### src/rtl/core/slx_pkg.sv
`timescale 1ns / 1ps
// ----------------------------------------------------------------------------
// slx_pkg
// Shared types and constants for the script lexer: transaction payloads,
// token kinds, error codes, scan modes, byte codes and the keyword table.
// ----------------------------------------------------------------------------
package slx_pkg;

	// Input transaction: one source byte
	typedef struct packed {
		logic [7:0] source_byte;
		logic       end_of_source;
	} slx_in_t;

	// Output transaction: one token or error
	typedef struct packed {
		logic [5:0]  token_kind;
		logic [1:0]  error_code;
		logic [15:0] start_line;
		logic [15:0] start_column;
		logic [15:0] lexeme_length;
		logic        last_of_run;
	} slx_out_t;

	// Results of one scanned byte, handed from scanner to result queue
	typedef struct packed {
		logic [1:0] count;
		slx_out_t   r0;
		slx_out_t   r1;
	} slx_res_t;

	// Result queue geometry
	localparam int FIFO_DEPTH = 4;
	localparam int FIFO_AW    = 2;

	// Scan modes
	localparam logic [2:0] M_IDLE    = 3'd0;
	localparam logic [2:0] M_OP      = 3'd1;
	localparam logic [2:0] M_SLASH   = 3'd2;
	localparam logic [2:0] M_COMMENT = 3'd3;
	localparam logic [2:0] M_STRING  = 3'd4;
	localparam logic [2:0] M_INT     = 3'd5;
	localparam logic [2:0] M_FRAC    = 3'd6;
	localparam logic [2:0] M_IDENT   = 3'd7;

	// Pending operator codes
	localparam logic [1:0] OP_BANG    = 2'd0;
	localparam logic [1:0] OP_EQUAL   = 2'd1;
	localparam logic [1:0] OP_GREATER = 2'd2;
	localparam logic [1:0] OP_LESS    = 2'd3;

	// Token kinds
	localparam logic [5:0] KIND_LEFT_PAREN  = 6'd0;
	localparam logic [5:0] KIND_RIGHT_PAREN = 6'd1;
	localparam logic [5:0] KIND_LEFT_BRACE  = 6'd2;
	localparam logic [5:0] KIND_RIGHT_BRACE = 6'd3;
	localparam logic [5:0] KIND_COMMA       = 6'd4;
	localparam logic [5:0] KIND_DOT         = 6'd5;
	localparam logic [5:0] KIND_MINUS       = 6'd6;
	localparam logic [5:0] KIND_PLUS        = 6'd7;
	localparam logic [5:0] KIND_SEMICOLON   = 6'd8;
	localparam logic [5:0] KIND_SLASH       = 6'd9;
	localparam logic [5:0] KIND_STAR        = 6'd10;
	localparam logic [5:0] KIND_BANG        = 6'd11;
	localparam logic [5:0] KIND_BANG_EQ     = 6'd12;
	localparam logic [5:0] KIND_COMMENT     = 6'd19;
	localparam logic [5:0] KIND_IDENTIFIER  = 6'd20;
	localparam logic [5:0] KIND_STRING      = 6'd21;
	localparam logic [5:0] KIND_NUMBER      = 6'd22;
	localparam logic [5:0] KIND_CHAR        = 6'd23;
	localparam logic [5:0] KIND_AND         = 6'd24;
	localparam logic [5:0] KIND_NIL         = 6'd39;

	// Error codes
	localparam logic [1:0] ERR_NONE    = 2'd0;
	localparam logic [1:0] ERR_UNTERM  = 2'd1;
	localparam logic [1:0] ERR_BADCHAR = 2'd2;

	// Byte codes
	localparam logic [7:0] CH_TAB    = 8'h09;
	localparam logic [7:0] CH_NL     = 8'h0A;
	localparam logic [7:0] CH_CR     = 8'h0D;
	localparam logic [7:0] CH_SP     = 8'h20;
	localparam logic [7:0] CH_BANG   = 8'h21;
	localparam logic [7:0] CH_QUOTE  = 8'h22;
	localparam logic [7:0] CH_LPAREN = 8'h28;
	localparam logic [7:0] CH_RPAREN = 8'h29;
	localparam logic [7:0] CH_STAR   = 8'h2A;
	localparam logic [7:0] CH_PLUS   = 8'h2B;
	localparam logic [7:0] CH_COMMA  = 8'h2C;
	localparam logic [7:0] CH_MINUS  = 8'h2D;
	localparam logic [7:0] CH_DOT    = 8'h2E;
	localparam logic [7:0] CH_SLASH  = 8'h2F;
	localparam logic [7:0] CH_SEMI   = 8'h3B;
	localparam logic [7:0] CH_LESS   = 8'h3C;
	localparam logic [7:0] CH_EQUAL  = 8'h3D;
	localparam logic [7:0] CH_GREAT  = 8'h3E;
	localparam logic [7:0] CH_UNDER  = 8'h5F;
	localparam logic [7:0] CH_LBRACE = 8'h7B;
	localparam logic [7:0] CH_RBRACE = 8'h7D;

	// Keyword text, first byte in the low byte, zero padded
	localparam logic [55:0] KW_TEXT [16] = '{
		56'h646e61,       // and
		56'h726f,         // or
		56'h7373616c63,   // class
		56'h6669,         // if
		56'h65736c65,     // else
		56'h726176,       // var
		56'h636e7566,     // func
		56'h726f66,       // for
		56'h656c696877,   // while
		56'h6e7275746572, // return
		56'h746e697270,   // print
		56'h7265707573,   // super
		56'h73696874,     // this
		56'h65757274,     // true
		56'h65736c6166,   // false
		56'h6c696e        // nil
	};

	localparam logic [2:0] KW_LEN [16] = '{
		3'd3, 3'd2, 3'd5, 3'd2, 3'd4, 3'd3, 3'd4, 3'd3,
		3'd5, 3'd6, 3'd5, 3'd5, 3'd4, 3'd4, 3'd5, 3'd3
	};

	function automatic logic is_digit(input logic [7:0] b);
		return (b >= 8'h30) && (b <= 8'h39);
	endfunction

	function automatic logic is_alpha(input logic [7:0] b);
		return ((b >= 8'h61) && (b <= 8'h7A)) || ((b >= 8'h41) && (b <= 8'h5A));
	endfunction

	// Identifier kind: keyword kinds follow KIND_AND in table order
	function automatic logic [5:0] ident_kind(input logic [55:0] win,
	                                          input logic short_len,
	                                          input logic [2:0] len3);
		logic [5:0] k;
		k = KIND_IDENTIFIER;
		for (int i = 15; i >= 0; i--) begin
			if (short_len && (len3 == KW_LEN[i]) && (win == KW_TEXT[i]))
				k = KIND_AND + 6'(i);
		end
		return k;
	endfunction

endpackage

### src/rtl/core/slx_scan.sv
`timescale 1ns / 1ps
// ----------------------------------------------------------------------------
// slx_scan
// Scanner state and per-byte next-state logic; produces up to two results
// for the registered byte in a single pass.
// ----------------------------------------------------------------------------
module slx_scan #(
	parameter int CB = 16
) (
	input  logic             clk,
	input  logic             arst_n,
	input  logic             fire,
	input  slx_pkg::slx_in_t item,
	output slx_pkg::slx_res_t res
);

	logic [2:0]    mode_q;
	logic [1:0]    op_q;
	logic [CB-1:0] tline_q, tcol_q, tlen_q;
	logic [55:0]   kw_q;
	logic [CB-1:0] line_q, col_q;

	logic [2:0]    mode_d;
	logic [1:0]    op_d;
	logic [CB-1:0] tline_d, tcol_d, tlen_d;
	logic [55:0]   kw_d;
	logic [CB-1:0] line_d, col_d;

	function automatic logic [CB-1:0] inc_sat(input logic [CB-1:0] v);
		return (v == {CB{1'b1}}) ? v : v + CB'(1);
	endfunction

	function automatic logic [15:0] out16(input logic [CB-1:0] v);
		logic [CB+15:0] w;
		w = {16'b0, v};
		if (w > (CB+16)'(16'hFFFF))
			return 16'hFFFF;
		return w[15:0];
	endfunction

	function automatic slx_pkg::slx_out_t make_tok(input logic [5:0] kind,
	                                               input logic [1:0] err,
	                                               input logic [CB-1:0] l,
	                                               input logic [CB-1:0] c,
	                                               input logic [CB-1:0] len);
		slx_pkg::slx_out_t t;
		t.token_kind    = kind;
		t.error_code    = err;
		t.start_line    = out16(l);
		t.start_column  = out16(c);
		t.lexeme_length = out16(len);
		t.last_of_run   = 1'b0;
		return t;
	endfunction

	// Next state and results for the byte in the input register
	always_comb begin
		logic [7:0]        b;
		logic              last;
		logic [CB-1:0]     col;
		logic              do_fresh;
		logic [1:0]        n;
		logic [5:0]        fk;
		logic              femit;
		logic [1:0]        ferr;
		slx_pkg::slx_out_t slot [2];

		b        = item.source_byte;
		last     = item.end_of_source;
		col      = inc_sat(col_q);
		do_fresh = 1'b0;
		n        = 2'd0;
		fk       = slx_pkg::KIND_LEFT_PAREN;
		femit    = 1'b0;
		ferr     = slx_pkg::ERR_NONE;
		slot[0]  = '0;
		slot[1]  = '0;
		mode_d   = mode_q;
		op_d     = op_q;
		tline_d  = tline_q;
		tcol_d   = tcol_q;
		tlen_d   = tlen_q;
		kw_d     = kw_q;

		// token in progress
		unique case (mode_q)
			slx_pkg::M_OP: begin
				if (b == slx_pkg::CH_EQUAL) begin
					slot[0] = make_tok(slx_pkg::KIND_BANG_EQ + {3'b0, op_q, 1'b0},
						slx_pkg::ERR_NONE, tline_q, tcol_q, CB'(2));
					n       = 2'd1;
					mode_d  = slx_pkg::M_IDLE;
				end else begin
					slot[0]  = make_tok(slx_pkg::KIND_BANG + {3'b0, op_q, 1'b0},
						slx_pkg::ERR_NONE, tline_q, tcol_q, CB'(1));
					n        = 2'd1;
					do_fresh = 1'b1;
				end
			end
			slx_pkg::M_SLASH: begin
				if (b == slx_pkg::CH_SLASH) begin
					mode_d = slx_pkg::M_COMMENT;
					tlen_d = CB'(2);
				end else begin
					slot[0]  = make_tok(slx_pkg::KIND_SLASH, slx_pkg::ERR_NONE,
						tline_q, tcol_q, CB'(1));
					n        = 2'd1;
					do_fresh = 1'b1;
				end
			end
			slx_pkg::M_COMMENT: begin
				if (b == slx_pkg::CH_NL) begin
					slot[0] = make_tok(slx_pkg::KIND_COMMENT, slx_pkg::ERR_NONE,
						tline_q, tcol_q, tlen_q);
					n       = 2'd1;
					mode_d  = slx_pkg::M_IDLE;
				end else begin
					tlen_d = inc_sat(tlen_q);
				end
			end
			slx_pkg::M_STRING: begin
				tlen_d = inc_sat(tlen_q);
				if (b == slx_pkg::CH_QUOTE) begin
					slot[0] = make_tok(slx_pkg::KIND_STRING, slx_pkg::ERR_NONE,
						tline_q, tcol_q, tlen_d);
					n       = 2'd1;
					mode_d  = slx_pkg::M_IDLE;
				end
			end
			slx_pkg::M_INT: begin
				if (slx_pkg::is_digit(b) || (b == slx_pkg::CH_UNDER)) begin
					tlen_d = inc_sat(tlen_q);
				end else if (b == slx_pkg::CH_DOT) begin
					tlen_d = inc_sat(tlen_q);
					mode_d = slx_pkg::M_FRAC;
				end else begin
					slot[0]  = make_tok(slx_pkg::KIND_NUMBER, slx_pkg::ERR_NONE,
						tline_q, tcol_q, tlen_q);
					n        = 2'd1;
					do_fresh = 1'b1;
				end
			end
			slx_pkg::M_FRAC: begin
				if (slx_pkg::is_digit(b)) begin
					tlen_d = inc_sat(tlen_q);
				end else begin
					slot[0]  = make_tok(slx_pkg::KIND_NUMBER, slx_pkg::ERR_NONE,
						tline_q, tcol_q, tlen_q);
					n        = 2'd1;
					do_fresh = 1'b1;
				end
			end
			slx_pkg::M_IDENT: begin
				if (slx_pkg::is_alpha(b) || slx_pkg::is_digit(b)) begin
					// window keeps the first seven bytes
					if (tlen_q < CB'(7))
						kw_d[8*tlen_q[2:0] +: 8] = b;
					tlen_d = inc_sat(tlen_q);
				end else begin
					slot[0]  = make_tok(slx_pkg::ident_kind(kw_q, (tlen_q >> 3) == '0,
						tlen_q[2:0]), slx_pkg::ERR_NONE, tline_q, tcol_q, tlen_q);
					n        = 2'd1;
					do_fresh = 1'b1;
				end
			end
			default: begin
				do_fresh = 1'b1;
			end
		endcase

		// byte scanned with no token in progress (also the lookahead byte)
		if (do_fresh) begin
			femit  = 1'b1;
			fk     = slx_pkg::KIND_LEFT_PAREN;
			ferr   = slx_pkg::ERR_NONE;
			mode_d = slx_pkg::M_IDLE;
			case (b) inside
				slx_pkg::CH_LPAREN: fk = slx_pkg::KIND_LEFT_PAREN;
				slx_pkg::CH_RPAREN: fk = slx_pkg::KIND_RIGHT_PAREN;
				slx_pkg::CH_LBRACE: fk = slx_pkg::KIND_LEFT_BRACE;
				slx_pkg::CH_RBRACE: fk = slx_pkg::KIND_RIGHT_BRACE;
				slx_pkg::CH_COMMA:  fk = slx_pkg::KIND_COMMA;
				slx_pkg::CH_DOT:    fk = slx_pkg::KIND_DOT;
				slx_pkg::CH_MINUS:  fk = slx_pkg::KIND_MINUS;
				slx_pkg::CH_PLUS:   fk = slx_pkg::KIND_PLUS;
				slx_pkg::CH_SEMI:   fk = slx_pkg::KIND_SEMICOLON;
				slx_pkg::CH_STAR:   fk = slx_pkg::KIND_STAR;
				slx_pkg::CH_BANG, slx_pkg::CH_EQUAL, slx_pkg::CH_GREAT,
				slx_pkg::CH_LESS: begin
					femit  = 1'b0;
					mode_d = slx_pkg::M_OP;
					case (b)
						slx_pkg::CH_BANG:  op_d = slx_pkg::OP_BANG;
						slx_pkg::CH_EQUAL: op_d = slx_pkg::OP_EQUAL;
						slx_pkg::CH_GREAT: op_d = slx_pkg::OP_GREATER;
						default:           op_d = slx_pkg::OP_LESS;
					endcase
				end
				slx_pkg::CH_SLASH: begin
					femit  = 1'b0;
					mode_d = slx_pkg::M_SLASH;
				end
				slx_pkg::CH_QUOTE: begin
					femit  = 1'b0;
					mode_d = slx_pkg::M_STRING;
				end
				slx_pkg::CH_SP, slx_pkg::CH_CR, slx_pkg::CH_TAB, slx_pkg::CH_NL: begin
					femit = 1'b0;
				end
				default: begin
					if (slx_pkg::is_digit(b)) begin
						femit  = 1'b0;
						mode_d = slx_pkg::M_INT;
					end else if (slx_pkg::is_alpha(b)) begin
						femit  = 1'b0;
						mode_d = slx_pkg::M_IDENT;
						kw_d   = {48'b0, b};
					end else begin
						ferr = slx_pkg::ERR_BADCHAR;
					end
				end
			endcase
			// a new token starts here
			if (!femit && (mode_d != slx_pkg::M_IDLE)) begin
				tline_d = line_q;
				tcol_d  = col;
				tlen_d  = CB'(1);
			end
			if (femit) begin
				slot[n[0]] = make_tok(fk, ferr, line_q, col, CB'(1));
				n          = n + 2'd1;
			end
		end

		// line and column tracking
		if (b == slx_pkg::CH_NL) begin
			line_d = inc_sat(line_q);
			col_d  = '0;
		end else begin
			line_d = line_q;
			col_d  = col;
		end

		// end of source: flush what is pending, then back to reset state
		if (last) begin
			unique case (mode_d)
				slx_pkg::M_OP: begin
					slot[n[0]] = make_tok(slx_pkg::KIND_BANG + {3'b0, op_d, 1'b0},
						slx_pkg::ERR_NONE, tline_d, tcol_d, CB'(1));
					n          = n + 2'd1;
				end
				slx_pkg::M_SLASH: begin
					slot[n[0]] = make_tok(slx_pkg::KIND_SLASH, slx_pkg::ERR_NONE,
						tline_d, tcol_d, CB'(1));
					n          = n + 2'd1;
				end
				slx_pkg::M_COMMENT: begin
					slot[n[0]] = make_tok(slx_pkg::KIND_COMMENT, slx_pkg::ERR_NONE,
						tline_d, tcol_d, tlen_d);
					n          = n + 2'd1;
				end
				slx_pkg::M_STRING: begin
					slot[n[0]] = make_tok(slx_pkg::KIND_LEFT_PAREN, slx_pkg::ERR_UNTERM,
						tline_d, tcol_d, tlen_d);
					n          = n + 2'd1;
				end
				slx_pkg::M_INT, slx_pkg::M_FRAC: begin
					slot[n[0]] = make_tok(slx_pkg::KIND_NUMBER, slx_pkg::ERR_NONE,
						tline_d, tcol_d, tlen_d);
					n          = n + 2'd1;
				end
				slx_pkg::M_IDENT: begin
					slot[n[0]] = make_tok(slx_pkg::ident_kind(kw_d, (tlen_d >> 3) == '0,
						tlen_d[2:0]), slx_pkg::ERR_NONE, tline_d, tcol_d, tlen_d);
					n          = n + 2'd1;
				end
				default: begin
				end
			endcase
			mode_d  = slx_pkg::M_IDLE;
			op_d    = '0;
			tline_d = '0;
			tcol_d  = '0;
			tlen_d  = '0;
			kw_d    = '0;
			line_d  = '0;
			col_d   = '0;
		end

		// final result of this byte carries last_of_run
		slot[0].last_of_run = (n == 2'd1);
		slot[1].last_of_run = (n == 2'd2);
		res.count = n;
		res.r0    = slot[0];
		res.r1    = slot[1];
	end

	// Scanner state
	always_ff @(posedge clk or negedge arst_n) begin
		if (!arst_n) begin
			mode_q  <= slx_pkg::M_IDLE;
			op_q    <= '0;
			tline_q <= '0;
			tcol_q  <= '0;
			tlen_q  <= '0;
			kw_q    <= '0;
			line_q  <= '0;
			col_q   <= '0;
		end else if (fire) begin
			mode_q  <= mode_d;
			op_q    <= op_d;
			tline_q <= tline_d;
			tcol_q  <= tcol_d;
			tlen_q  <= tlen_d;
			kw_q    <= kw_d;
			line_q  <= line_d;
			col_q   <= col_d;
		end
	end

endmodule

### src/rtl/core/slx_res_fifo.sv
`timescale 1ns / 1ps
// ----------------------------------------------------------------------------
// slx_res_fifo
// Four-entry result queue: takes zero, one or two results per cycle from the
// scanner and presents one transaction at a time on the output channel.
// ----------------------------------------------------------------------------
module slx_res_fifo (
	input  logic               clk,
	input  logic               arst_n,
	input  logic               push,
	input  slx_pkg::slx_res_t  res,
	output logic               room,
	output logic               out_valid,
	input  logic               out_ready,
	output slx_pkg::slx_out_t  out_item
);

	localparam int CW = slx_pkg::FIFO_AW + 1;

	slx_pkg::slx_out_t            mem [slx_pkg::FIFO_DEPTH];
	logic [slx_pkg::FIFO_AW-1:0]  wp_q, rp_q;
	logic [CW-1:0]                cnt_q;
	logic [1:0]                   push_n;
	logic                         pop;

	assign push_n    = push ? res.count : 2'd0;
	assign pop       = out_valid && out_ready;
	assign out_valid = (cnt_q != '0);
	assign out_item  = mem[rp_q];
	// room for the worst case of two results
	assign room      = (cnt_q <= CW'(slx_pkg::FIFO_DEPTH - 2));

	// Storage
	always_ff @(posedge clk) begin
		if (push_n != 2'd0)
			mem[wp_q] <= res.r0;
		if (push_n == 2'd2)
			mem[wp_q + slx_pkg::FIFO_AW'(1)] <= res.r1;
	end

	// Pointers and fill count
	always_ff @(posedge clk or negedge arst_n) begin
		if (!arst_n) begin
			wp_q  <= '0;
			rp_q  <= '0;
			cnt_q <= '0;
		end else begin
			wp_q  <= wp_q + slx_pkg::FIFO_AW'(push_n);
			if (pop)
				rp_q <= rp_q + slx_pkg::FIFO_AW'(1);
			cnt_q <= cnt_q + CW'(push_n) - CW'(pop);
		end
	end

endmodule

### src/rtl/core/script_lexer_byte_stream.sv
`timescale 1ns / 1ps
// ----------------------------------------------------------------------------
// script_lexer_byte_stream
// Streaming tokenizer for a small scripting language: source bytes in,
// tokens with kind, position and length out.
// ----------------------------------------------------------------------------
// Usage:
//   in_*  : one source byte per transaction; end_of_source marks the last
//           byte, flushes the pending token and restarts at line 0.
//   out_* : one token or error per transaction; last_of_run marks the final
//           result caused by a given byte. A byte yields zero to two results.
//   Flow: a byte accepted into the input register is scanned once the
//   result queue has room; its results are then offered on out_valid.
//   Throughput: one byte per cycle unless stalled. The scanner state
//   update is a single registered pass; output is one result per cycle,
//   so runs of two-result bytes are limited by the four-entry queue draining.
//   Stall: when the receiver holds out_ready low the queue fills; the byte
//   in the input register waits, with in_ready low, until two slots are free.
//   Reset: arst_n clears the scanner state, the counters and the queue.
// ----------------------------------------------------------------------------
module script_lexer_byte_stream #(
	parameter int COUNTER_BITS = 16
) (
	input  logic              clk,
	input  logic              arst_n,
	input  logic              in_valid,
	output logic              in_ready,
	input  slx_pkg::slx_in_t  in_item,
	output logic              out_valid,
	input  logic              out_ready,
	output slx_pkg::slx_out_t out_item
);

	slx_pkg::slx_in_t  item_s1;
	logic              vld_s1;
	logic              room;
	logic              fire;
	slx_pkg::slx_res_t res;

	// Scan the registered byte when the queue can take its results
	assign fire     = vld_s1 && room;
	assign in_ready = !vld_s1 || fire;

	// Input register
	always_ff @(posedge clk or negedge arst_n) begin
		if (!arst_n) begin
			vld_s1 <= 1'b0;
		end else if (in_ready) begin
			vld_s1 <= in_valid;
		end
	end

	always_ff @(posedge clk) begin
		if (in_valid && in_ready)
			item_s1 <= in_item;
	end

	slx_scan #(
		.CB(COUNTER_BITS)
	) u_scan (
		.clk    (clk),
		.arst_n (arst_n),
		.fire   (fire),
		.item   (item_s1),
		.res    (res)
	);

	slx_res_fifo u_fifo (
		.clk       (clk),
		.arst_n    (arst_n),
		.push      (fire),
		.res       (res),
		.room      (room),
		.out_valid (out_valid),
		.out_ready (out_ready),
		.out_item  (out_item)
	);

endmodule

### config.mk
export PLATFORM = sky130hd
export DESIGN_NAME = script_lexer_byte_stream
export DESIGN_NICKNAME = d
export VERILOG_FILES = /design/src/rtl/core/slx_pkg.sv /design/src/rtl/core/slx_scan.sv /design/src/rtl/core/slx_res_fifo.sv /design/src/rtl/core/script_lexer_byte_stream.sv
export SDC_FILE = /design/constraint.sdc
export NUM_CORES = 1
export LEC_CHECK = 0
export BUFFER_PORTS_ARGS = -buffer_cell sky130_fd_sc_hd__buf_2
export CORE_ASPECT_RATIO = 1.1
export CORE_MARGIN = 5
export CORE_UTILIZATION = 33
export DETAILED_ROUTE_END_ITERATION = 8
export HOLD_SLACK_MARGIN = 0.08
export PLACE_DENSITY_LB_ADDON = 0.2
export SETUP_SLACK_MARGIN = 0.3
export SKIP_CTS_REPAIR_TIMING = 1
export SLEW_MARGIN = 0
export SYNTH_ARGS = -nofsm -noshare
export SYNTH_HDL_FRONTEND = slang
export SYNTH_HIERARCHICAL = 1
export SYNTH_SLANG_ARGS = --single-unit
### constraint.sdc
create_clock -name clk -period 7.6 [get_ports clk]
set_input_delay 0.38 -clock clk [delete_from_list [all_inputs] [get_ports clk]]
set_output_delay 0.38 -clock clk [all_outputs]
set_load 0.005 [all_outputs]
# Word level (Yosys, flattened, before mapping)
# Memory sizes are Yosys's and may differ from the RTL's.
# Cells that the tools add are included.
# classes
add_sub_neg	14
n_lt_le_gt_ge	12
eq_ne	84
shift	2
muxes	212
bitwise	2
n_reduce_logical	69
# op_table
op	n
$mux 56	25
$bwmux 114	7
$pmux 114 s6	1
$eq 56x39->1 const B	10
$eq 56x23->1 const B	8
$eq 56x31->1 const B	8
$pmux 57 s7	1
$mux 16	22
$mux 114	3
$mux 57	5
$mux 6	44
$eq 56x15->1 const B	4
$eq 8x6->1 const B	15
$demux 57 s1	2
$eq 56x47->1 const B	2
$pmux 16 s6	1
$mux 3	25
$mux 2	36
$bwmux 56	1
$shift 8x34->56 const A	1
$shiftx 8x34->56	1
$mux 55	1
$logic_and 1x1->1	51
$add 16x1->16 const B	3
other kinds (39)	118
# word_totals
register_bits	158
mem_bits_rw	228
input_bits	13
out_inout_bits	59
elab_cells	410
memories	1
# mem_list
name	depth	width	rd	rd_clocked_by_memory_dff	wr	line_no	rtl
u_fifo.mem	4	57	1	0	2	slx_res_fifo.sv:20	slx_pkg::slx_out_t mem [slx_pkg::FIFO_DEPTH];

# Depth between registers and ports, before layout
# Gate-level depths: netlist of the first run.
# depth
ltp_word	48
ltp_mapped	20
depth_no_buf	18

# Modules after synthesis
# Netlist of the first run, hierarchy kept.
# by_module_without_submodules
module	n_inst	cells_per_inst	area_per_inst_um2	seq_area_each_um2
slx_scan	1	1845	13693.1	3528.4
slx_res_fifo	1	599	11498.5	7021.7
script_lexer_byte_stream	1	14	330.3	295.3

# Least setup slack after synthesis of the first run
# Ideal clock, no wire load.
# synth_path
path_type	register to register
startpoint	reg item_s1[8] (netlist name)
endpoint	mem u_fifo/mem[1][0] (netlist name) (enable)
arrival_time_ns	6.129
slack_ns	0.999
stages_incl_launch_ff	17
path_cell_list	edfxtp_1 > nand4bb_1 > nor2_2 > a211o_1 > buf_2 > nand3_1 > o41ai_2 > inv_2 > ha_1 > nand2_1 > o21ai_2 > inv_1 > ha_1 > mux2_2 > mux2_2 > nand2_1 > nor2_1
# synth_lines
element	line_no	rtl
start, declared	script_lexer_byte_stream.sv:34	slx_pkg::slx_in_t item_s1;
start signal, assigned	script_lexer_byte_stream.sv:55	item_s1 <= in_item;
end, declared	slx_res_fifo.sv:20	

==> metrics.cfg, run 1 <==
[floorplan]
coreArea_um2=77100
ios=72
start_util_pct=33.1
die_w_um=275
die-area_um2=83000
rows=107
die_height_um=302

[power_and_ir_drop]
p_int_mw=5.60
cellPowerDensity_nw_per_um2=333
peakVddDrop_mv=0.260
pwr-share-clk_pct=24.0
power.share.combinational_pct=43.6
leakage_nw=10.2
swShare_pct=41.3
netSwitchingPower_mw=3.94
p_seq_share_pct=32.4
total_power_mw=9.54

[setup_path]
critPathCapture=u_fifo/mem[1][13]$_DFFE_PP_
reg2reg_to=u_fifo/mem[1][13]$_DFFE_PP_
critPathLaunchType=flip-flop
crit_required_ns=7.94
r2r_setup_slack_ns=0.77
cp.arrival_ns=7.17
setup.worst_path.end_class=flip-flop
r2r_cells=16
crit_path_start=item_s1[5]$_DFFE_PP_
crit_type=flip-flop to flip-flop
cp_max_fo=31
rr_startpoint=item_s1[5]$_DFFE_PP_

[global_routing]
grt_max_degree=88
grt_overflow=0
first_global_vias=21700
antenna_found_initial=3
grt_pass1_wl_um=142000
grt_usage_pct=22.2

[place]
gp_congestion=0.967
post-place-ws_ns=0.476
port_buffers=71
dpl.cell_count=3453
dpl.hpwl_um=66500
dpl_cell_area_um2=27000

[yosys]
synth_fa_ha_area_share_pct=1.16
yosysMostFrequentCell=edfxtp_1
netlist_instances=2458
yosysUniqueCellTypes=109
synthTopCellsByCount=edfxtp_1, mux2_2, nand2_1, nor2_1, o21ai_0
post-synth-top-area-cell=edfxtp_1
synth_ff_type=edfxtp_1
syn-cell-area_um2=25500
muxShareOfSynthArea_pct=16.7
synth_top_area_share_pct=27.9
synth.avg_cell_area_um2=10.4
seq_area_frac_synth_pct=42.5
yosysWarnings=6
synthTopCellsByArea=edfxtp_1, dfrtp_1, mux2_2
synth-simple-area-share_pct=18.1
synth_nets=2494
synth-seq-cells=386
synth-xor-area-share_pct=1.17
synth-compound-area-share_pct=16.6
async_flop_share_pct=38.6
synth_top_family_by_area=simple AND/OR/NAND/NOR gates
synth_edf_count=237

[flow_run]
drv_cap=0

[cts]
htree_levels=2
cts_tree=done
cts_sinks=386
clockRootBuffer=clkbuf_16
cts_max_path_buffers=3
clk_pin_slew_ns=0.06
insertion_delay_ns=0.60
cts_made_buffers=46

[drt]
viasPerCell=6.08
first_pass_iters=6
drtAntennaViolNets=0
totalWireLength_um=94900
drt_iter0_markers=1897
avgRoutedWirePerCell_um=26.7
drc=0
vias=21600

[run_status]
status=finished, final reports clean

[timing]
final_hold_viol_count=0
setup_ws_ns=0.767
slew_viol_final=0
setup_viol=0
rsz0062_at_grt=false
fin_skew_ns=0.0225
post-route-min-period_ns=6.83
fmax_mhz=146
tightest_slew_ns=1.30
fin_hold_ws_ns=0.137
min_period_over_period_pct=89.9
slew_headroom_pct=12.9
setup_tns_ns=0

[finish]
final_area_um2=28700
num_antenna_cells=0
fin_nets=2512
layout-drive-gt1-share_pct=22.3
fillers=7712
syn_to_final_growth_pct=12.3
post-route-util_pct=37.2
instances_no_fill=3549

[hold_path]
hold_depth=2
hp-class=input port to flip-flop

## cell usage in the layout (no fill, tap or decap), types with 18 or more instances in the layout
cell type and instances:
o2bb2ai_1 58, nor2_1 164, o22ai_1 22, nand2_1 204
dfrtp_1 147, nor2b_1 19, a21oi_1 76, xnor2_1 18
edfxtp_1 237, clkbuf_16 46, o21ai_0 153, mux2i_1 22
buf_2 70, a22oi_1 23, and3_1 23, a22o_1 49
nor3_1 62, buf_4 52, nor4_1 39, and2_1 25
mux2_2 206, nand2b_1 30, nand3_1 113, nand4_1 67
ha_1 22, or3_1 18, inv_1 47, mux4_2 57
mux2_4 30, o31ai_1 34
## worst max-delay path, stage by stage (launching register included)
cell and delay [ns]:
edfxtp_1 0.71, nand4bb_1 0.44, nor2_4 0.51, a211o_1 0.63, nand3_1 0.28, o41ai_4 0.58
inv_2 0.18, ha_1 0.35, nand2_1 0.09, o21ai_2 0.21, inv_1 0.19, ha_1 0.31
mux2_2 0.32, nand3b_1 0.32, or3_4 0.65, buf_4 0.39, mux2_2 0.37
## per-layer routing
metal	wire [µm]	up-vias	share of wire, %	GRT usage, %
met2	46500	868	49	38.3
met3	5700	211	6.0	3.17
met1	39000	10900	41	28.5
met5	0	-	0	0
met4	3740	0	3.9	7.94
li1	-	9634	-	-
## registers in the layout (all words and copies together), names as in the netlist, 3 cells and up
signal and count:
u_fifo/mem 228, u_scan/kw_q 56, u_scan/col_q 16, u_scan/line_q 16
u_scan/tcol_q 16, u_scan/tlen_q 16, u_scan/tline_q 16, item_s1 9
u_fifo/cnt_q 3, u_scan/mode_q 3
## power groups by stage
| stage | Clock [mW] | Combinational [mW] | Sequential (mW) |
|---|---|---|---|
| 3_5_place_dp | 0 | 4.15 | 3.13 |
| 5_1_grt | 2.45 | 4.47 | 3.14 |
| 6_report | 2.29 | 4.15 | 3.09 |
| 4_1_cts | 2.35 | 4.17 | 3.09 |
| 2_1_floorplan | 0 | 2.73 | 2.96 |
| 3_3_place_gp | 0 | 4.11 | 3.12 |
## cell families (layout without fill, tap and decap cells)
group / Yosys count / in the layout
flops: 386 / 386
fa+ha+maj: 23 / 23
mux: 315 / 315
other cells: 1 / 1
xor+xnor: 34 / 34
compound gates: 600 / 600
simple gates: 879 / 879
buf+inv: 220 / 276
## area by class of cell
type / count / area [µm²] / area share (%)
clock inverters: 26 / 307 / 1.07
multi-input cells: 1852 / 13800 / 48.1
inverters: 50 / 188 / 0.655
flip-flops and latches: 386 / 10900 / 37.8
well taps: 1035 / 1290 / 4.52
repair buffers: 140 / 992 / 3.46
clock buffers: 60 / 1240 / 4.34
## worst min path at each step
| stage | from | end | slack [ns] |
|---|---|---|---|
| 2_1_floorplan | arst_n | u_fifo/cnt_q[0]$_DFF_PN0_ | 0.08 |
| 6_report | in_valid | vld_s1$_DFFE_PN0P_ | 0.14 |
| 4_1_cts | arst_n | u_scan/kw_q[17]$_DFFE_PN0P_ | -0.09 |
| 3_5_place_dp | u_scan/kw_q[55]$_DFFE_PN0P_ | u_scan/kw_q[55]$_DFFE_PN0P_ | 0.47 |
| 3_3_place_gp | u_scan/kw_q[48]$_DFFE_PN0P_ | u_scan/kw_q[48]$_DFFE_PN0P_ | 0.46 |
| 5_1_grt | in_valid | vld_s1$_DFFE_PN0P_ | 0.12 |
Note: power is estimated with default switching activity, not from simulation.
==> run 2, diff against run 1 <==
--- a/config.mk
+++ b/config.mk
@@ -7,8 +7,8 @@
 export LEC_CHECK = 0
 export BUFFER_PORTS_ARGS = -buffer_cell sky130_fd_sc_hd__buf_2
 export CORE_ASPECT_RATIO = 1.1
-export CORE_MARGIN = 5
-export CORE_UTILIZATION = 33
+export CORE_MARGIN = 1
+export CORE_UTILIZATION = 45
 export DETAILED_ROUTE_END_ITERATION = 8
 export HOLD_SLACK_MARGIN = 0.08
 export PLACE_DENSITY_LB_ADDON = 0.2
==> constraint.sdc (replaced) <==
create_clock -name clk -period 7.6 [get_ports clk]
set_input_delay 0.76 -clock clk [delete_from_list [all_inputs] [get_ports clk]]
set_output_delay 0.76 -clock clk [all_outputs]
set_load 0.005 [all_outputs]
==> run 2 against run 1 <==
Against the previous run:
- flip-flop and latch count unchanged
- largest cell class unchanged
- cell count down 8.5%
- via count grew 0.84%
- routed wire length decreased by 5.1%
- sequential power is essentially flat
- first-iteration DRC count rose by 22%
- hold slack better by 0.22 ns
- global-route usage increased by 8.8 points
==> metrics.cfg, run 2 (synthesis results as in run 1) <==
[power_and_ir_drop]
cellPowerDensity_nw_per_um2=333
leakage_nw=10.1
total_power_mw=9.32
peakVddDrop_mv=0.232

[finish]
largestRegisters=u_fifo/mem x228, u_scan/kw_q x56
final_common_cell=edfxtp_1
largest_register=u_fifo/mem
fin_nets=2503
fillers=5204
final_area_um2=28000
syn_to_final_growth_pct=9.65
num_antenna_cells=0
largest_reg_flops=228
layout-drive-gt1-share_pct=22.2
multi_input_area_um2=13800
layout_common_cells=edfxtp_1, mux2_2, nand2_1
area.sequential_um2=10900

[global_routing]
first_global_vias=21300
grt_usage_pct=31.0
grt_overflow=0
antenna_found_initial=0
grt_max_degree=68
grt_pass1_wl_um=136000

[hold_path]
hp-class=input port to flip-flop

[setup_path]
critPathCapture=u_fifo/mem[1][14]$_DFFE_PP_
slowest_delay_ns=0.99
critPathLaunchType=flip-flop
cp_max_fo=57
critPathTopFamily=simple AND/OR/NAND/NOR gates
setup.worst_path.end_class=flip-flop
worst_path_most_repeated_cell=mux2_2
crit_required_ns=7.93
cp.arrival_ns=6.99
path_cells=nand4bb_1, nor2_2, a211o_1, nand3_1, mux2_2, nand2b_1, o21ai_1, mux2_2, nand3b_1, or3_4, mux2_2
r2r_setup_slack_ns=0.94
r2r_cells=11
slowest_stage=or3_4
crit_path_start=item_s1[8]$_DFFE_PP_
cp.depth=11
path_buf_inv=0
rr_startpoint=item_s1[8]$_DFFE_PP_
reg2reg_to=u_fifo/mem[1][14]$_DFFE_PP_
crit_type=flip-flop to flip-flop

[drt]
vias=21800
drtAntennaViolNets=0
first_pass_iters=8
totalWireLength_um=90100
drt_iter0_markers=2307
avgRoutedWirePerCell_um=27.7
drc=0
viasPerCell=6.70

[floorplan]
ios=72
start_util_pct=45.6
die-area_um2=57700
die_w_um=229
die_height_um=252
rows=91
coreArea_um2=56000

[cts]
htree_levels=2
insertion_delay_ns=0.60
clk_pin_slew_ns=0.06
cts_made_buffers=43
cts_max_path_buffers=3
cts_sinks=386
clockRootBuffer=clkbuf_16
cts_tree=done

[timing]
final_hold_viol_count=0
min_period_over_period_pct=87.6
slew_headroom_pct=19.1
fin_skew_ns=0.0349
slew_viol_final=0
setup_ws_ns=0.939
setup_viol=0
post-route-min-period_ns=6.66
fin_hold_ws_ns=0.360
tightest_slew_ns=1.21
fmax_mhz=150
setup_tns_ns=0
rsz0062_at_grt=false

[place]
port_buffers=71
dpl.hpwl_um=63400
gp_congestion=0.994
dpl_cell_area_um2=26600
post-place-ws_ns=1.05

[flow_run]
drv_cap=0

[run_status]
status=finished, final reports clean

-- run 2: cell count changes in the layout (fill, tap and decap cells not counted), moves of 2 or more --
cell	before	now
buf_12	7	3
buf_4	52	59
bufinv_16	5	1
clkbuf_1	10	13
clkinv_1	7	3
dlygate4sd3_1	10	1
inv_6	3	5
-- run 2: worst min path at each step --
stage                                            from                             end  cells past startpoint
final                                      in_item[7]            item_s1[7]$_DFFE_PP_                      1
after detailed placement  u_scan/kw_q[52]$_DFFE_PN0P_     u_scan/kw_q[52]$_DFFE_PN0P_                      2
after global placement    u_scan/kw_q[50]$_DFFE_PN0P_     u_scan/kw_q[50]$_DFFE_PN0P_                      2
after floorplan           u_scan/kw_q[51]$_DFFE_PN0P_     u_scan/kw_q[51]$_DFFE_PN0P_                      2
after global routing                       in_item[7]            item_s1[7]$_DFFE_PP_                      1
after CTS                                      arst_n  u_scan/tline_q[15]$_DFFE_PN0P_                      1
-- run 2: report_power, final --
group | total, mW | switching [mW] | leakage [nW] | internal [mW]
combinational | 4.18 | 2.72 | 5.15 | 1.46
clock | 2.07 | 0.896 | 0.673 | 1.17
sequential | 3.07 | 0.278 | 4.24 | 2.79
total | 9.32 | 3.89 | 10.1 | 5.42
-- run 2: final cells by class --
type,instances,share of cell area [%]
multi-input combinational,1852,49.2
sequential,386,38.8
clock buffer,62,4.40
tap,744,3.33
timing repair buffer,134,3.13
inverter,50,0.671
clock inverter,18,0.528
-- run 2: layer usage --
metal  routed length, µm  vias to the layer above  GRT usage, %
met5                   0                        -             0
met4                3660                        0          12.0
met3                5850                      209          4.44
met2               43500                      995          52.0
met1               37100                    10900          40.6
li1                    -                     9633             -
-- run 2: per-stage QoR --
| stage | util (%) | instances |
|---|---|---|
| after floorplan | - | 2458 |
| after global placement | 47.5 | 3165 |
| after detailed placement | 47.5 | 3165 |
| after CTS | 49.9 | 3245 |
| after global routing | 50.0 | 3246 |
| final | 50.0 | 3246 |
==> run 3, diff against run 2 <==
--- a/config.mk
+++ b/config.mk
@@ -6,6 +6,8 @@
 export NUM_CORES = 1
 export LEC_CHECK = 0
 export BUFFER_PORTS_ARGS = -buffer_cell sky130_fd_sc_hd__buf_2
+export CELL_PAD_IN_SITES_DETAIL_PLACEMENT = 1
+export CELL_PAD_IN_SITES_GLOBAL_PLACEMENT = 1
 export CORE_ASPECT_RATIO = 1.1
 export CORE_MARGIN = 1
 export CORE_UTILIZATION = 45
==> run 3 against run 2 <==
Against the previous run:
- hold slack lost 0.15 ns
- sequential power barely moved
- core utilization barely moved
- largest cell class unchanged
==> metrics.cfg, run 3 (synthesis results as in run 1) <==
[cts]
htree_levels=2
cts_sinks=386
insertion_delay_ns=0.59
cts_max_path_buffers=3
cts_tree=done
clockRootBuffer=clkbuf_16
cts_made_buffers=42
clk_pin_slew_ns=0.06

[finish]
area.sequential_um2=10900
layout_common_cells=edfxtp_1, mux2_2, nand2_1
fin_nets=2500
multi_input_area_um2=13800
final_common_cell=edfxtp_1
layout-drive-gt1-share_pct=21.9
largestRegisters=u_fifo/mem x228, u_scan/kw_q x56
largest_reg_flops=228
syn_to_final_growth_pct=9.68
largest_register=u_fifo/mem
fillers=6086
post-route-util_pct=50.0

[floorplan]
start_util_pct=45.6
rows=91
ios=72
coreArea_um2=56000
die_w_um=229
die-area_um2=57700
die_height_um=252

[global_routing]
grt_overflow=0
first_global_vias=23100
grt_pass1_wl_um=146000
grt_max_degree=79
antenna_found_initial=1
grt_usage_pct=33.0

[timing]
tightest_slew_ns=1.32
rsz0062_at_grt=false
final_hold_viol_count=0
min_period_over_period_pct=90.2
slew_viol_final=0
setup_viol=0
fin_skew_ns=0.0259
slew_headroom_pct=12.0
post-route-min-period_ns=6.86
setup_tns_ns=0
fmax_mhz=146

[place]
port_buffers=71
gp_congestion=0.987
dpl.hpwl_um=67200

[setup_path]
crit_type=flip-flop to flip-flop
setup.worst_path.end_class=flip-flop
rr_startpoint=item_s1[2]$_DFFE_PP_
r2r_setup_slack_ns=0.74
critPathLaunchType=flip-flop
cp.arrival_ns=7.17
reg2reg_to=u_fifo/mem[1][37]$_DFFE_PP_
r2r_cells=18
crit_required_ns=7.91
cp_max_fo=32
crit_path_start=item_s1[2]$_DFFE_PP_

[power_and_ir_drop]
p_seq_share_pct=32.8
netSwitchingPower_mw=3.93
p_int_mw=5.49
peakVddDrop_mv=0.231
leakage_nw=10.0
pwr-share-clk_pct=22.3
cellPowerDensity_nw_per_um2=337
power.share.combinational_pct=44.9
swShare_pct=41.7

[drt]
vias=22000
drt_iter0_markers=2005
avgRoutedWirePerCell_um=29.6
first_pass_iters=6
viasPerCell=6.79
totalWireLength_um=96000
drtAntennaViolNets=0
drc=0

[hold_path]
hp-class=input port to async pin

[run_status]
status=finished, final reports clean

[flow_run]
drv_cap=0

-- run 3: changes by cell type in the layout (fill, tap and decap cells not counted), sizes merged --
cell	delta
clkinvlp	-1
bufinv	+3
diode	+1
clkinv	-1
dlygate4sd3	-1
inv	-5
clkbuf	+2
buf	-1
-- run 3: per-layer routing --
layer / vias to the layer above / wire length, µm / GRT usage (%) / part of all wire (%)
met5: - / 0 / 0 / 0
met4: 0 / 4020 / 14.2 / 4.2
met3: 217 / 5620 / 4.29 / 5.9
met2: 883 / 47100 / 56.4 / 49
met1: 11300 / 39300 / 42.1 / 41
li1: 9604 / - / - / -
-- run 3: worst max-delay path: stages, from the launching register on --
cell	delay, ns
edfxtp_1	0.62
buf_4	0.31
a21oi_1	0.25
o221a_4	0.38
a211o_1	0.69
nand3_1	0.24
o41ai_2	0.35
buf_4	0.22
inv_2	0.09
ha_1	0.32
nand2_1	0.09
o21ai_2	0.21
inv_1	0.23
ha_1	0.33
mux2_2	0.33
nand3b_1	0.32
or3_4	0.60
buf_4	0.60
mux2_4	0.35
-- run 3: how the worst max path moves through the flow --
stage / end / cells past startpoint
after global routing: u_fifo/mem[1][37]$_DFFE_PP_ / 17
after global placement: u_fifo/mem[1][41]$_DFFE_PP_ / 17
after CTS: u_fifo/mem[1][37]$_DFFE_PP_ / 17
after detailed placement: u_fifo/mem[1][37]$_DFFE_PP_ / 17
final: u_fifo/mem[1][37]$_DFFE_PP_ / 18
after floorplan: u_fifo/mem[1][0]$_DFFE_PP_ / 16
-- run 3: area by class of cell --
class | count | area share, %
Inverter | 50 | 0.670
Sequential cell | 386 | 38.8
Multi-Input combinational cell | 1852 | 49.2
Timing Repair Buffer | 132 | 3.02
Clock buffer | 64 | 4.34
Tap cell | 744 | 3.33
Clock inverter | 14 | 0.670
Antenna cell | 1 | 0.00894
-- run 3: through the flow --
stage | area [µm²] | setup slack (ns) | cells | hold WS [ns] | power, mW
6_report | 28000 | 0.745 | 3243 | 0.206 | 9.42
5_1_grt | 28000 | 0.510 | 3242 | 0.276 | 9.81
4_1_cts | 28000 | 0.711 | 3242 | 0.256 | 9.44
3_5_place_dp | 26600 | 0.733 | 3164 | 0.477 | 7.29
3_3_place_gp | 26600 | 1.01 | 3164 | 0.461 | 7.13
2_1_floorplan | 25500 | 0.999 | 2458 | 0.441 | 5.68
-- run 3: power by group through the flow --
stage / clock network [mW] / logic [mW] / registers (mW)
2_1_floorplan: 0 / 2.73 / 2.96
4_1_cts: 2.15 / 4.21 / 3.09
5_1_grt: 2.21 / 4.47 / 3.13
3_3_place_gp: 0 / 4.05 / 3.08
3_5_place_dp: 0 / 4.17 / 3.12
6_report: 2.10 / 4.23 / 3.09
